<file path="src/design/tnrd_pkg.sv">
`timescale 1ns / 1ps
// ----------------------------------------------------------------------------
// tnrd_pkg
// Widths, arithmetic constants and the reciprocal seed table of the divider.
// ----------------------------------------------------------------------------
package tnrd_pkg;

	localparam int DEPTH_W = 16;
	localparam int QUOT_W  = 17;
	localparam int NUM_W   = 31;
	localparam int RECIP_W = 10;
	localparam int EST1_W  = 18;
	localparam int EST2_W  = 19;
	localparam int PROD_W  = EST2_W + NUM_W;
	localparam int LZC_W   = 4;
	localparam int IDX_W   = 9;

	localparam logic [QUOT_W-1:0]  QUOT_MAX    = 17'h1ffff;
	localparam logic [25:0]        NR_TWO      = 26'h2000080;
	localparam logic [28:0]        NR_ROUND    = 29'h0000080;
	localparam logic [PROD_W:0]    Q_ROUND     = 51'h0008000;
	localparam logic [14:0]        MANT_MASK   = 15'h7fff;
	localparam logic [15:0]        IDX_ROUND   = 16'h0040;
	localparam logic [RECIP_W-1:0] SEED_OFFSET = 10'h101;

	localparam logic [7:0] SEED_ROM [0:256] = '{
		8'hff, 8'hfd, 8'hfb, 8'hf9, 8'hf7, 8'hf5, 8'hf3, 8'hf1,
		8'hef, 8'hee, 8'hec, 8'hea, 8'he8, 8'he6, 8'he4, 8'he3,
		8'he1, 8'hdf, 8'hdd, 8'hdc, 8'hda, 8'hd8, 8'hd6, 8'hd5,
		8'hd3, 8'hd1, 8'hd0, 8'hce, 8'hcd, 8'hcb, 8'hc9, 8'hc8,
		8'hc6, 8'hc5, 8'hc3, 8'hc1, 8'hc0, 8'hbe, 8'hbd, 8'hbb,
		8'hba, 8'hb8, 8'hb7, 8'hb5, 8'hb4, 8'hb2, 8'hb1, 8'hb0,
		8'hae, 8'had, 8'hab, 8'haa, 8'ha9, 8'ha7, 8'ha6, 8'ha4,
		8'ha3, 8'ha2, 8'ha0, 8'h9f, 8'h9e, 8'h9c, 8'h9b, 8'h9a,
		8'h99, 8'h97, 8'h96, 8'h95, 8'h94, 8'h92, 8'h91, 8'h90,
		8'h8f, 8'h8d, 8'h8c, 8'h8b, 8'h8a, 8'h89, 8'h87, 8'h86,
		8'h85, 8'h84, 8'h83, 8'h82, 8'h81, 8'h7f, 8'h7e, 8'h7d,
		8'h7c, 8'h7b, 8'h7a, 8'h79, 8'h78, 8'h77, 8'h75, 8'h74,
		8'h73, 8'h72, 8'h71, 8'h70, 8'h6f, 8'h6e, 8'h6d, 8'h6c,
		8'h6b, 8'h6a, 8'h69, 8'h68, 8'h67, 8'h66, 8'h65, 8'h64,
		8'h63, 8'h62, 8'h61, 8'h60, 8'h5f, 8'h5e, 8'h5d, 8'h5d,
		8'h5c, 8'h5b, 8'h5a, 8'h59, 8'h58, 8'h57, 8'h56, 8'h55,
		8'h54, 8'h53, 8'h53, 8'h52, 8'h51, 8'h50, 8'h4f, 8'h4e,
		8'h4d, 8'h4d, 8'h4c, 8'h4b, 8'h4a, 8'h49, 8'h48, 8'h48,
		8'h47, 8'h46, 8'h45, 8'h44, 8'h43, 8'h43, 8'h42, 8'h41,
		8'h40, 8'h3f, 8'h3f, 8'h3e, 8'h3d, 8'h3c, 8'h3c, 8'h3b,
		8'h3a, 8'h39, 8'h39, 8'h38, 8'h37, 8'h36, 8'h36, 8'h35,
		8'h34, 8'h33, 8'h33, 8'h32, 8'h31, 8'h31, 8'h30, 8'h2f,
		8'h2e, 8'h2e, 8'h2d, 8'h2c, 8'h2c, 8'h2b, 8'h2a, 8'h2a,
		8'h29, 8'h28, 8'h28, 8'h27, 8'h26, 8'h26, 8'h25, 8'h24,
		8'h24, 8'h23, 8'h22, 8'h22, 8'h21, 8'h20, 8'h20, 8'h1f,
		8'h1e, 8'h1e, 8'h1d, 8'h1d, 8'h1c, 8'h1b, 8'h1b, 8'h1a,
		8'h19, 8'h19, 8'h18, 8'h18, 8'h17, 8'h16, 8'h16, 8'h15,
		8'h15, 8'h14, 8'h14, 8'h13, 8'h12, 8'h12, 8'h11, 8'h11,
		8'h10, 8'h0f, 8'h0f, 8'h0e, 8'h0e, 8'h0d, 8'h0d, 8'h0c,
		8'h0c, 8'h0b, 8'h0a, 8'h0a, 8'h09, 8'h09, 8'h08, 8'h08,
		8'h07, 8'h07, 8'h06, 8'h06, 8'h05, 8'h05, 8'h04, 8'h04,
		8'h03, 8'h03, 8'h02, 8'h02, 8'h01, 8'h01, 8'h00, 8'h00,
		8'h00
	};

endpackage

</file>
<file path="src/design/table_newton_reciprocal_divider_top.sv">
`timescale 1ns / 1ps
// ----------------------------------------------------------------------------
// table_newton_reciprocal_divider_top
// Pipelined unsigned divider: proj_distance * 65536 / depth, clamped to 17 bits.
// ----------------------------------------------------------------------------
// Usage:
//   The cfg channel writes proj_distance (the dividend); write it while the
//   pipeline is empty. cfg_ready is always high.
//   Each word on the slave stream carries one depth (the divisor). The master
//   stream returns one word per input: the quotient in tdata and the overflow
//   flag in tuser, in input order.
//   An accepted word passes through six register stages (normalize, seed
//   table, two refinement multiplies, the quotient multiply, and round/clamp),
//   each holding one word, before its result is valid on the master side.
//   One word is taken every cycle while s_tready is high.
//   Each stage has its own valid bit and advances whenever the next one is
//   empty or moving, so a stalled receiver only fills the pipeline up; words
//   already inside are held, never dropped or repeated. s_tready falls once
//   all six stages are occupied and m_tready is low.
//   Reset clears every valid bit and sets proj_distance to zero.
// ----------------------------------------------------------------------------
module table_newton_reciprocal_divider_top
	import tnrd_pkg::*;
(
	input  logic        clk,
	input  logic        arst_n,
	input  logic        cfg_valid,
	output logic        cfg_ready,
	input  logic [15:0] cfg_data,     // proj_distance[15:0]
	input  logic        s_tvalid,
	output logic        s_tready,
	input  logic [15:0] s_tdata,      // depth[15:0]
	output logic        m_tvalid,
	input  logic        m_tready,
	output logic [23:0] m_tdata,      // quotient[16:0], zero fill [23:17]
	output logic        m_tuser       // div_overflow
);

	logic [DEPTH_W-1:0] dist_q;

	logic vld_s1, vld_s2, vld_s3, vld_s4, vld_s5, vld_s6;
	logic rdy_s1, rdy_s2, rdy_s3, rdy_s4, rdy_s5, rdy_s6;

	logic               ovf_s1, ovf_s2, ovf_s3, ovf_s4, ovf_s5, ovf_s6;
	logic [DEPTH_W-1:0] den_s1, den_s2;
	logic [NUM_W-1:0]   num_s1, num_s2, num_s3, num_s4;
	logic [RECIP_W-1:0] recip_s2, recip_s3;
	logic [EST1_W-1:0]  est1_s3;
	logic [EST2_W-1:0]  est2_s4;
	logic [PROD_W-1:0]  prod_s5;
	logic [QUOT_W-1:0]  quot_s6;

	// Stage 1 combinational signals.
	logic [LZC_W-1:0]   lzc;
	logic               ovf_c;
	// Stage 2.
	logic [15:0]        idx_sum;
	logic [IDX_W-1:0]   idx;
	// Stage 3 to 6.
	logic [25:0]        p1;
	logic [25:0]        diff1;
	logic [27:0]        p2;
	logic [28:0]        sum2;
	logic [PROD_W:0]    sum3;
	logic [PROD_W-16:0] q_wide;

	assign cfg_ready = 1'b1;

	always_ff @(posedge clk or negedge arst_n) begin
		if (!arst_n) begin
			dist_q <= '0;
		end else if (cfg_valid) begin
			dist_q <= cfg_data;
		end
	end

	// A stage may load when it is empty or its word moves on this cycle.
	assign rdy_s6   = !vld_s6 || m_tready;
	assign rdy_s5   = !vld_s5 || rdy_s6;
	assign rdy_s4   = !vld_s4 || rdy_s5;
	assign rdy_s3   = !vld_s3 || rdy_s4;
	assign rdy_s2   = !vld_s2 || rdy_s3;
	assign rdy_s1   = !vld_s1 || rdy_s2;
	assign s_tready = rdy_s1;

	always_ff @(posedge clk or negedge arst_n) begin
		if (!arst_n) begin
			vld_s1 <= 1'b0;
			vld_s2 <= 1'b0;
			vld_s3 <= 1'b0;
			vld_s4 <= 1'b0;
			vld_s5 <= 1'b0;
			vld_s6 <= 1'b0;
		end else begin
			if (rdy_s1) vld_s1 <= s_tvalid;
			if (rdy_s2) vld_s2 <= vld_s1;
			if (rdy_s3) vld_s3 <= vld_s2;
			if (rdy_s4) vld_s4 <= vld_s3;
			if (rdy_s5) vld_s5 <= vld_s4;
			if (rdy_s6) vld_s6 <= vld_s5;
		end
	end

	// Stage 1: overflow test, leading zero count, normalization.
	always_comb begin
		lzc = LZC_W'(15);
		for (int i = 0; i < DEPTH_W; i++) begin
			if (s_tdata[i]) lzc = LZC_W'(DEPTH_W - 1 - i);
		end
		ovf_c = ({1'b0, s_tdata, 1'b0} <= {2'b00, dist_q});
	end

	always_ff @(posedge clk) begin
		if (rdy_s1) begin
			ovf_s1 <= ovf_c;
			den_s1 <= s_tdata << lzc;
			num_s1 <= NUM_W'(dist_q) << lzc;
		end
	end

	// Stage 2: seed lookup from the rounded mantissa.
	always_comb begin
		idx_sum = {1'b0, den_s1[14:0] & MANT_MASK} + IDX_ROUND;
		idx     = idx_sum[15:7];
	end

	always_ff @(posedge clk) begin
		if (rdy_s2) begin
			ovf_s2   <= ovf_s1;
			den_s2   <= den_s1;
			num_s2   <= num_s1;
			recip_s2 <= RECIP_W'(SEED_ROM[idx]) + SEED_OFFSET;
		end
	end

	// Stage 3: first refinement, 2 - den * r. The product stays below the
	// constant for any normalized divisor.
	always_comb begin
		p1    = 26'(den_s2) * 26'(recip_s2);
		diff1 = NR_TWO - p1;
	end

	always_ff @(posedge clk) begin
		if (rdy_s3) begin
			ovf_s3   <= ovf_s2;
			num_s3   <= num_s2;
			recip_s3 <= recip_s2;
			est1_s3  <= diff1[25:8];
		end
	end

	// Stage 4: second refinement, rounded scaling by the seed.
	always_comb begin
		p2   = 28'(est1_s3) * 28'(recip_s3);
		sum2 = {1'b0, p2} + NR_ROUND;
	end

	always_ff @(posedge clk) begin
		if (rdy_s4) begin
			ovf_s4  <= ovf_s3;
			num_s4  <= num_s3;
			est2_s4 <= sum2[26:8];
		end
	end

	// Stage 5: reciprocal times shifted dividend.
	always_ff @(posedge clk) begin
		if (rdy_s5) begin
			ovf_s5  <= ovf_s4;
			prod_s5 <= PROD_W'(est2_s4) * PROD_W'(num_s4);
		end
	end

	// Stage 6: round, clamp, and force the saturated value on overflow.
	always_comb begin
		sum3   = {1'b0, prod_s5} + Q_ROUND;
		q_wide = sum3[PROD_W:16];
	end

	always_ff @(posedge clk) begin
		if (rdy_s6) begin
			ovf_s6 <= ovf_s5;
			if (ovf_s5 || (q_wide > (PROD_W-15)'(QUOT_MAX))) begin
				quot_s6 <= QUOT_MAX;
			end else begin
				quot_s6 <= q_wide[QUOT_W-1:0];
			end
		end
	end

	assign m_tvalid = vld_s6;
	assign m_tdata  = {7'b0, quot_s6};
	assign m_tuser  = ovf_s6;

endmodule

</file>
<file path="config.mk">
export PLATFORM = sky130hd
export DESIGN_NAME = table_newton_reciprocal_divider_top
export DESIGN_NICKNAME = d
export VERILOG_FILES = /design/src/design/tnrd_pkg.sv /design/src/design/table_newton_reciprocal_divider_top.sv
export SDC_FILE = /design/constraint.sdc
export NUM_CORES = 2
export LEC_CHECK = 0
export BUFFER_PORTS_ARGS = -buffer_cell sky130_fd_sc_hd__buf_2
export CORE_AREA = 2 2 369 371
export DETAILED_ROUTE_END_ITERATION = 10
export DIE_AREA = 0 0 371 373
export SLEW_MARGIN = 20
export SYNTH_ARGS = -nofsm -noshare
export SYNTH_HDL_FRONTEND = slang
export SYNTH_SLANG_ARGS = --single-unit
</file>
<file path="constraint.sdc">
create_clock -name clk -period 6.6 [get_ports clk]
set_input_delay 1.32 -clock clk [delete_from_list [all_inputs] [get_ports clk]]
set_output_delay 1.32 -clock clk [all_outputs]
set_load 0.005 [all_outputs]
</file>
* Word level (Yosys, flattened, before mapping)
Memory sizes are Yosys's and may differ from the RTL's. Cells that the tools add are included.
Word-level totals: bits in read-only memories 4096, memories kept 1, logic and storage cells 70, output and inout port bits 28, input bits 37, flip-flop bits (word level) 308
Cells by class: multiplexer cells 17, $add $sub $neg 5, $lt $le $gt $ge 3, bitwise logic cells 1, shift-type cells 2, reduce and logical (&&, ||, !) cells 13, multiply operators 3
Memory list:
- (no name shown) | depth 512, bits a word 8, rd ports 1, clocked after Yosys merged registers in 0, wr ports 0, RTL line table_newton_reciprocal_divider_top.sv:132 | recip_s2 <= RECIP_W'(SEED_ROM[idx]) + SEED_OFFSET;
Operators by type and width (count):
- 2-to-1 mux 4 bit | 14
- adder 50 x 16 -> 51 bit, second input constant | 1
- multiplier 19 x 31 -> 50 bit | 1
- > comparator 35 x 17 -> 1 bit, second input constant | 1
- left shift 16 x 4 -> 31 bit | 1
- adder 27 x 8 -> 27 bit, second input constant | 1
- multiplier 18 x 10 -> 27 bit | 1
- multiplier 16 x 10 -> 26 bit | 1
- subtractor 26 bit, first input constant | 1
- less-or-equal comparator 17 x 16 -> 1 bit | 1
- adder 15 x 7 -> 16 bit, second input constant | 1
- 2-to-1 mux 8 bit | 2
- left shift 16 x 4 -> 16 bit | 1
- adder 8 x 9 -> 10 bit, second input constant | 1
- greater-or-equal comparator 10 bit, second input constant | 1
- NOT 9 -> 10 bit | 1
- logical OR 1 bit | 7
- zero test 1 bit | 6
- 2-to-1 mux 1 bit | 1

* Depth between registers and ports, before layout
depth in word-level cells 16, depth in mapped cells 25

* Worst setup path before layout
Ideal clock, no wire load.
kind flip-flop to flip-flop, from register num_s4[29], to register prod_s5[43] (data pin), path slack 123 ps, required time 6342 ps, arrival 6219 ps, path buffers 2, stages on the path, launching flop included 26, path through edfxtp_1 clkbuf_1 clkbuf_1 nand2_1 fa_1 inv_1 fa_1 inv_1 fa_1 inv_1 fa_1 fa_1 inv_1 fa_1 inv_1 ha_1 nand3_1 or3_1 o211ai_1 a21oi_1 o22ai_1 o22a_1 a211oi_1 o21ai_0 a21oi_1 xnor2_1
On the way: longest elaborated chain between the ends 1
Ends and longest elaborated chain:
- start: declaration | RTL line table_newton_reciprocal_divider_top.sv:46 | logic [NUM_W-1:0] num_s1, num_s2, num_s3, num_s4;
- start signal: assignment | RTL line table_newton_reciprocal_divider_top.sv:161 | num_s4 <= num_s3;
- multiplier 19 x 31 -> 50 bit | RTL line table_newton_reciprocal_divider_top.sv:170 | prod_s5 <= PROD_W'(est2_s4) * PROD_W'(num_s4);
- end signal: assignment | RTL line table_newton_reciprocal_divider_top.sv:170
- end: declaration | RTL line table_newton_reciprocal_divider_top.sv:50 | logic [PROD_W-1:0] prod_s5;
Every way passes these cells. A chain may end at the register's enable or synchronous reset.

* Final worst setup path
from register num_s4[9], to register prod_s5[44] (data pin)
Same word-level chain as after synthesis.

==> impl_results.md <==
* Register area share after synthesis at 20.3%
* Setup Crit Path Kind: reg2reg
* Clock root buffer: sky130_fd_sc_hd__clkbuf_16
* Final Routed Wirelength at 97200 um
* Result of the run: completed
* Remaining antenna violation count after routing at 0
* Detailed placer's ending HPWL at 80500 um
* Vias after detailed routing at 29800
* Total number of nets in the final design at 5608
* Clk pin slew, worst setup/hold paths at 60 ps
* Area growth syn-to-layout at 12.3%
* Maximum clock frequency at 152 MHz
* Overflow left after global routing at 0
* Slowest library cell on the worst path: sky130_fd_sc_hd__fa_1
* Count of pins on the block boundary at 65
* Setup repair after global routing missed its margin: true
* Clock period minus worst slack at 6560 ps
* Buffer levels on the longest clock path at 3
* Clock insertion delay at the later pin of the skew report at 570 ps
* Kind of start point of the critical path: flip-flop
* Number of placed instances with taps included at 6257
* Transition time at the pin with the least slew margin at 1090 ps
* Avg WL per Cell at roughly 15 um
* Type of the most critical hold path: reg2reg
* Leading cell type in the layout, fill and taps excluded: sky130_fd_sc_hd__inv_1
* Clock sink count at 293
* FP Rows at 135
* Share of the cycle needed by the critical path after routing at 99.4%
* Final hold vios at 0
* Post-CTS Hold Fix Bufs at 0
* Area of the core at 135000 um^2
* Wire length of the first global-routing pass at between 150000 and 200000 um
* Syn. warnings at 0
* Crit. End Element: flip-flop
* Commonest cells after routing, fill and taps aside: sky130_fd_sc_hd__inv_1 (879), sky130_fd_sc_hd__fa_1 (711), sky130_fd_sc_hd__nand2_1 (566)
* Maximum fanout count along the critical path at 5
* Clock tree from TritonCTS: built
* Finished Core Util at a little over a third
* Die Wd at 371 um
* Data arrival time of the worst path at around 6900 ps
* Number of H-tree levels at 2
* Summed instance area of the synthesized netlist at about 43000 um^2
* Avg Synthesized Cell Area at between 9 and 10 um^2
* Vias per cell at roughly 4.7
* Effective utilization at floorplan at 31.8%
* Share of post-route cells with drive strength above 1 at between 10% and 20%
* Ordered list of cells on the worst path: buf_6, and2_4, fa_1, inv_2, fa_1, fa_1, inv_1, fa_1, fa_1, inv_1, fa_1, inv_2, ha_4, a2111o_1, a31oi_2, o211ai_1, a21oi_4, o22ai_4, buf_6, o22a_4, a211o_1, a21oi_2, o21ai_2, xor2_1
* Required time at the worst-slack endpoint at 6900 ps
* CTS Buf Count at 36
* Largest stage delay on the critical path at 560 ps
* Flip-flop and latch count after synthesis at around 300
* Post-synth EDFFs at 271
* Final setup vio count at 0
* Final std cells w/o fill at between 6000 and 7000
* Maximum number of pins on one net before global-route repair at 60
* DRC marker count from the first detailed-route iteration at 1655
* Routability Congestion at 0.890
* Quantity of I/O buffers inserted on ports at between 50 and 60
* Die footprint at roughly 140000 um^2
* Family of cells with the greatest summed delay on the critical path: adder cells
* Share of synthesized registers carrying an async set or reset at 7.51%
* Overall die height at 373 um
* Final design area excluding fillers at 48100 um^2
* Number of distinct standard cells referenced by the synthesized netlist at 94
* Setup clock skew after layout at ~27 ps
* Final number of max-transition violations at 0
* Synth Instances at 4404
* Vias in the first global route at 31700
* Antenna violations before repair at 0
* Crit-path most repeated cell: sky130_fd_sc_hd__fa_1
* Global-route usage over all layers at ~14%
* Maximum capacitance violations at 0
* Number of detailed-route iterations in the first pass at 5
* Max-slew headroom at 26.7%
* Synth Flop Type: sky130_fd_sc_hd__edfxtp_1
* Drt drc at 0
* Placed standard-cell area at 46200 um^2
* Combined buffer and inverter count along the critical path at 6
-- flip-flops by register name, indices dropped and copies added (netlist names), 10 cells and up --
name and flops:
est2_s4 19, num_s1 31, dist_q 16, est1_s3 18, den_s1 16, recip_s3 10, num_s4 31, prod_s5 35
num_s3 31, den_s2 16, quot_s6 17, num_s2 31, recip_s2 10
-- cells by family (layout without fill, tap and decap cells) --
family	Yosys count	in the layout	share of synthesized area, %
and+or+nand+nor	1356	1356	15.9
AOI/OAI and AO/OA	428	428	6.63
adders and majority gates	1028	1028	42.9
muxes	79	79	1.89
buffers and inverters	1109	1270	10.1
DFF	293	293	20.3
other	2	9	0.0176
xor gates and xnor gates	109	109	2.29
-- what timing repair did --
| action | 4_1_cts | 5_1_grt |
|---|---|---|
| buffers inserted | 19 | 12 |
| cloned | 0 | 0 |
| setup endpoints to repair | 18 | 23 |
| gates resized for setup | 45 | 51 |
| pin swaps | 31 | 18 |
-- worst register-to-register path, cell delays in order, from the launching register on --
cell and delay [ps]:
sky130_fd_sc_hd__edfxtp_1 440, sky130_fd_sc_hd__buf_6 160, sky130_fd_sc_hd__and2_4 150, sky130_fd_sc_hd__fa_1 540
sky130_fd_sc_hd__inv_2 40, sky130_fd_sc_hd__fa_1 460, sky130_fd_sc_hd__fa_1 500, sky130_fd_sc_hd__inv_1 50
sky130_fd_sc_hd__fa_1 470, sky130_fd_sc_hd__fa_1 560, sky130_fd_sc_hd__inv_1 50, sky130_fd_sc_hd__fa_1 490
sky130_fd_sc_hd__inv_2 50, sky130_fd_sc_hd__ha_4 200, sky130_fd_sc_hd__a2111o_1 430, sky130_fd_sc_hd__a31oi_2 180
sky130_fd_sc_hd__o211ai_1 150, sky130_fd_sc_hd__a21oi_4 220, sky130_fd_sc_hd__o22ai_4 150, sky130_fd_sc_hd__buf_6 150
sky130_fd_sc_hd__o22a_4 210, sky130_fd_sc_hd__a211o_1 280, sky130_fd_sc_hd__a21oi_2 170, sky130_fd_sc_hd__o21ai_2 70
sky130_fd_sc_hd__xor2_1 140
-- cell type report --
class | count | area [um^2]
clock buffer | 42 | 923
tap | 1781 | 2230
antenna | 1 | 2.50
multi-input combinational | 3008 | 30200
fill | 13400 | 86600
sequential | 293 | 8690
timing repair buffer | 315 | 2410
inverter | 890 | 3340
clock inverter | 23 | 267
-- cell usage after synthesis, types with 10 or more instances --
| cell | n | area [um^2] |
|---|---|---|
| sky130_fd_sc_hd__nand4_1 | 26 | 163 |
| sky130_fd_sc_hd__o21a_1 | 28 | 210 |
| sky130_fd_sc_hd__inv_1 | 885 | 3320 |
| sky130_fd_sc_hd__nor2_1 | 104 | 390 |
| sky130_fd_sc_hd__nand2b_1 | 15 | 93.8 |
| sky130_fd_sc_hd__and4_1 | 10 | 87.6 |
| sky130_fd_sc_hd__buf_2 | 24 | 120 |
| sky130_fd_sc_hd__xor2_1 | 38 | 333 |
| sky130_fd_sc_hd__clkbuf_1 | 165 | 619 |
| sky130_fd_sc_hd__o21ai_0 | 82 | 410 |
| sky130_fd_sc_hd__dfrtp_1 | 22 | 551 |
| sky130_fd_sc_hd__nor2b_1 | 17 | 106 |
| sky130_fd_sc_hd__xnor2_1 | 69 | 604 |
| sky130_fd_sc_hd__and2_1 | 471 | 2950 |
| sky130_fd_sc_hd__a211oi_1 | 18 | 135 |
| sky130_fd_sc_hd__a31oi_1 | 12 | 75.1 |
| sky130_fd_sc_hd__edfxtp_1 | 271 | 8140 |
| sky130_fd_sc_hd__a21oi_1 | 107 | 536 |
| sky130_fd_sc_hd__o22ai_1 | 17 | 106 |
| sky130_fd_sc_hd__nor3_1 | 36 | 180 |
| sky130_fd_sc_hd__fa_1 | 733 | 14700 |
| sky130_fd_sc_hd__o211ai_1 | 16 | 120 |
| sky130_fd_sc_hd__nand2_1 | 568 | 2130 |
| sky130_fd_sc_hd__and3_1 | 20 | 125 |
| sky130_fd_sc_hd__or3_1 | 10 | 62.6 |
| sky130_fd_sc_hd__a21o_1 | 31 | 233 |
| sky130_fd_sc_hd__nand3_1 | 41 | 205 |
| sky130_fd_sc_hd__ha_1 | 294 | 3680 |
| sky130_fd_sc_hd__mux2i_1 | 74 | 741 |
| sky130_fd_sc_hd__buf_4 | 18 | 135 |
-- path summary, 6_finish.rpt --
| path | from | endpoint | slack [ps] | cells past startpoint |
|---|---|---|---|---|
| worst min-delay path | num_s3[22] | num_s4[22] | 420 | 0 |
| max in group asynchronous | arst_n | vld_s5 | 5510 | 1 |
| worst max register to register | num_s4[9] | prod_s5[44] | 40 | 24 |
| worst max-delay path | num_s4[9] | prod_s5[44] | 40 | 24 |
| worst min register to register | num_s3[22] | num_s4[22] | 420 | 0 |
| min in group asynchronous | arst_n | dist_q[6] | 720 | 1 |
-- metrics by stage --
| step | hold WS [ps] | TNS (ps) | setup slack (ps) |
|---|---|---|---|
| floorplan | 400 | 0 | 123 |
| global placement | 403 | -3390 | -425 |
| detailed placement | 405 | -4570 | -489 |
| CTS | 416 | 0 | 14.7 |
| global route | 424 | -1330 | -213 |
| finish | 417 | 0 | 38.6 |
-- metal layers --
layer	share of wire, %	track usage [%]	wire (um)
met1	46	19.9	44800
met2	47	23.7	45800
met3	4.6	1.61	4500
met4	2.1	3.21	2040
met5	0	0	0
Power is left out: the tool's default activity adds up to more than one toggle a clock period on the data nets, which glitch-free logic cannot reach.
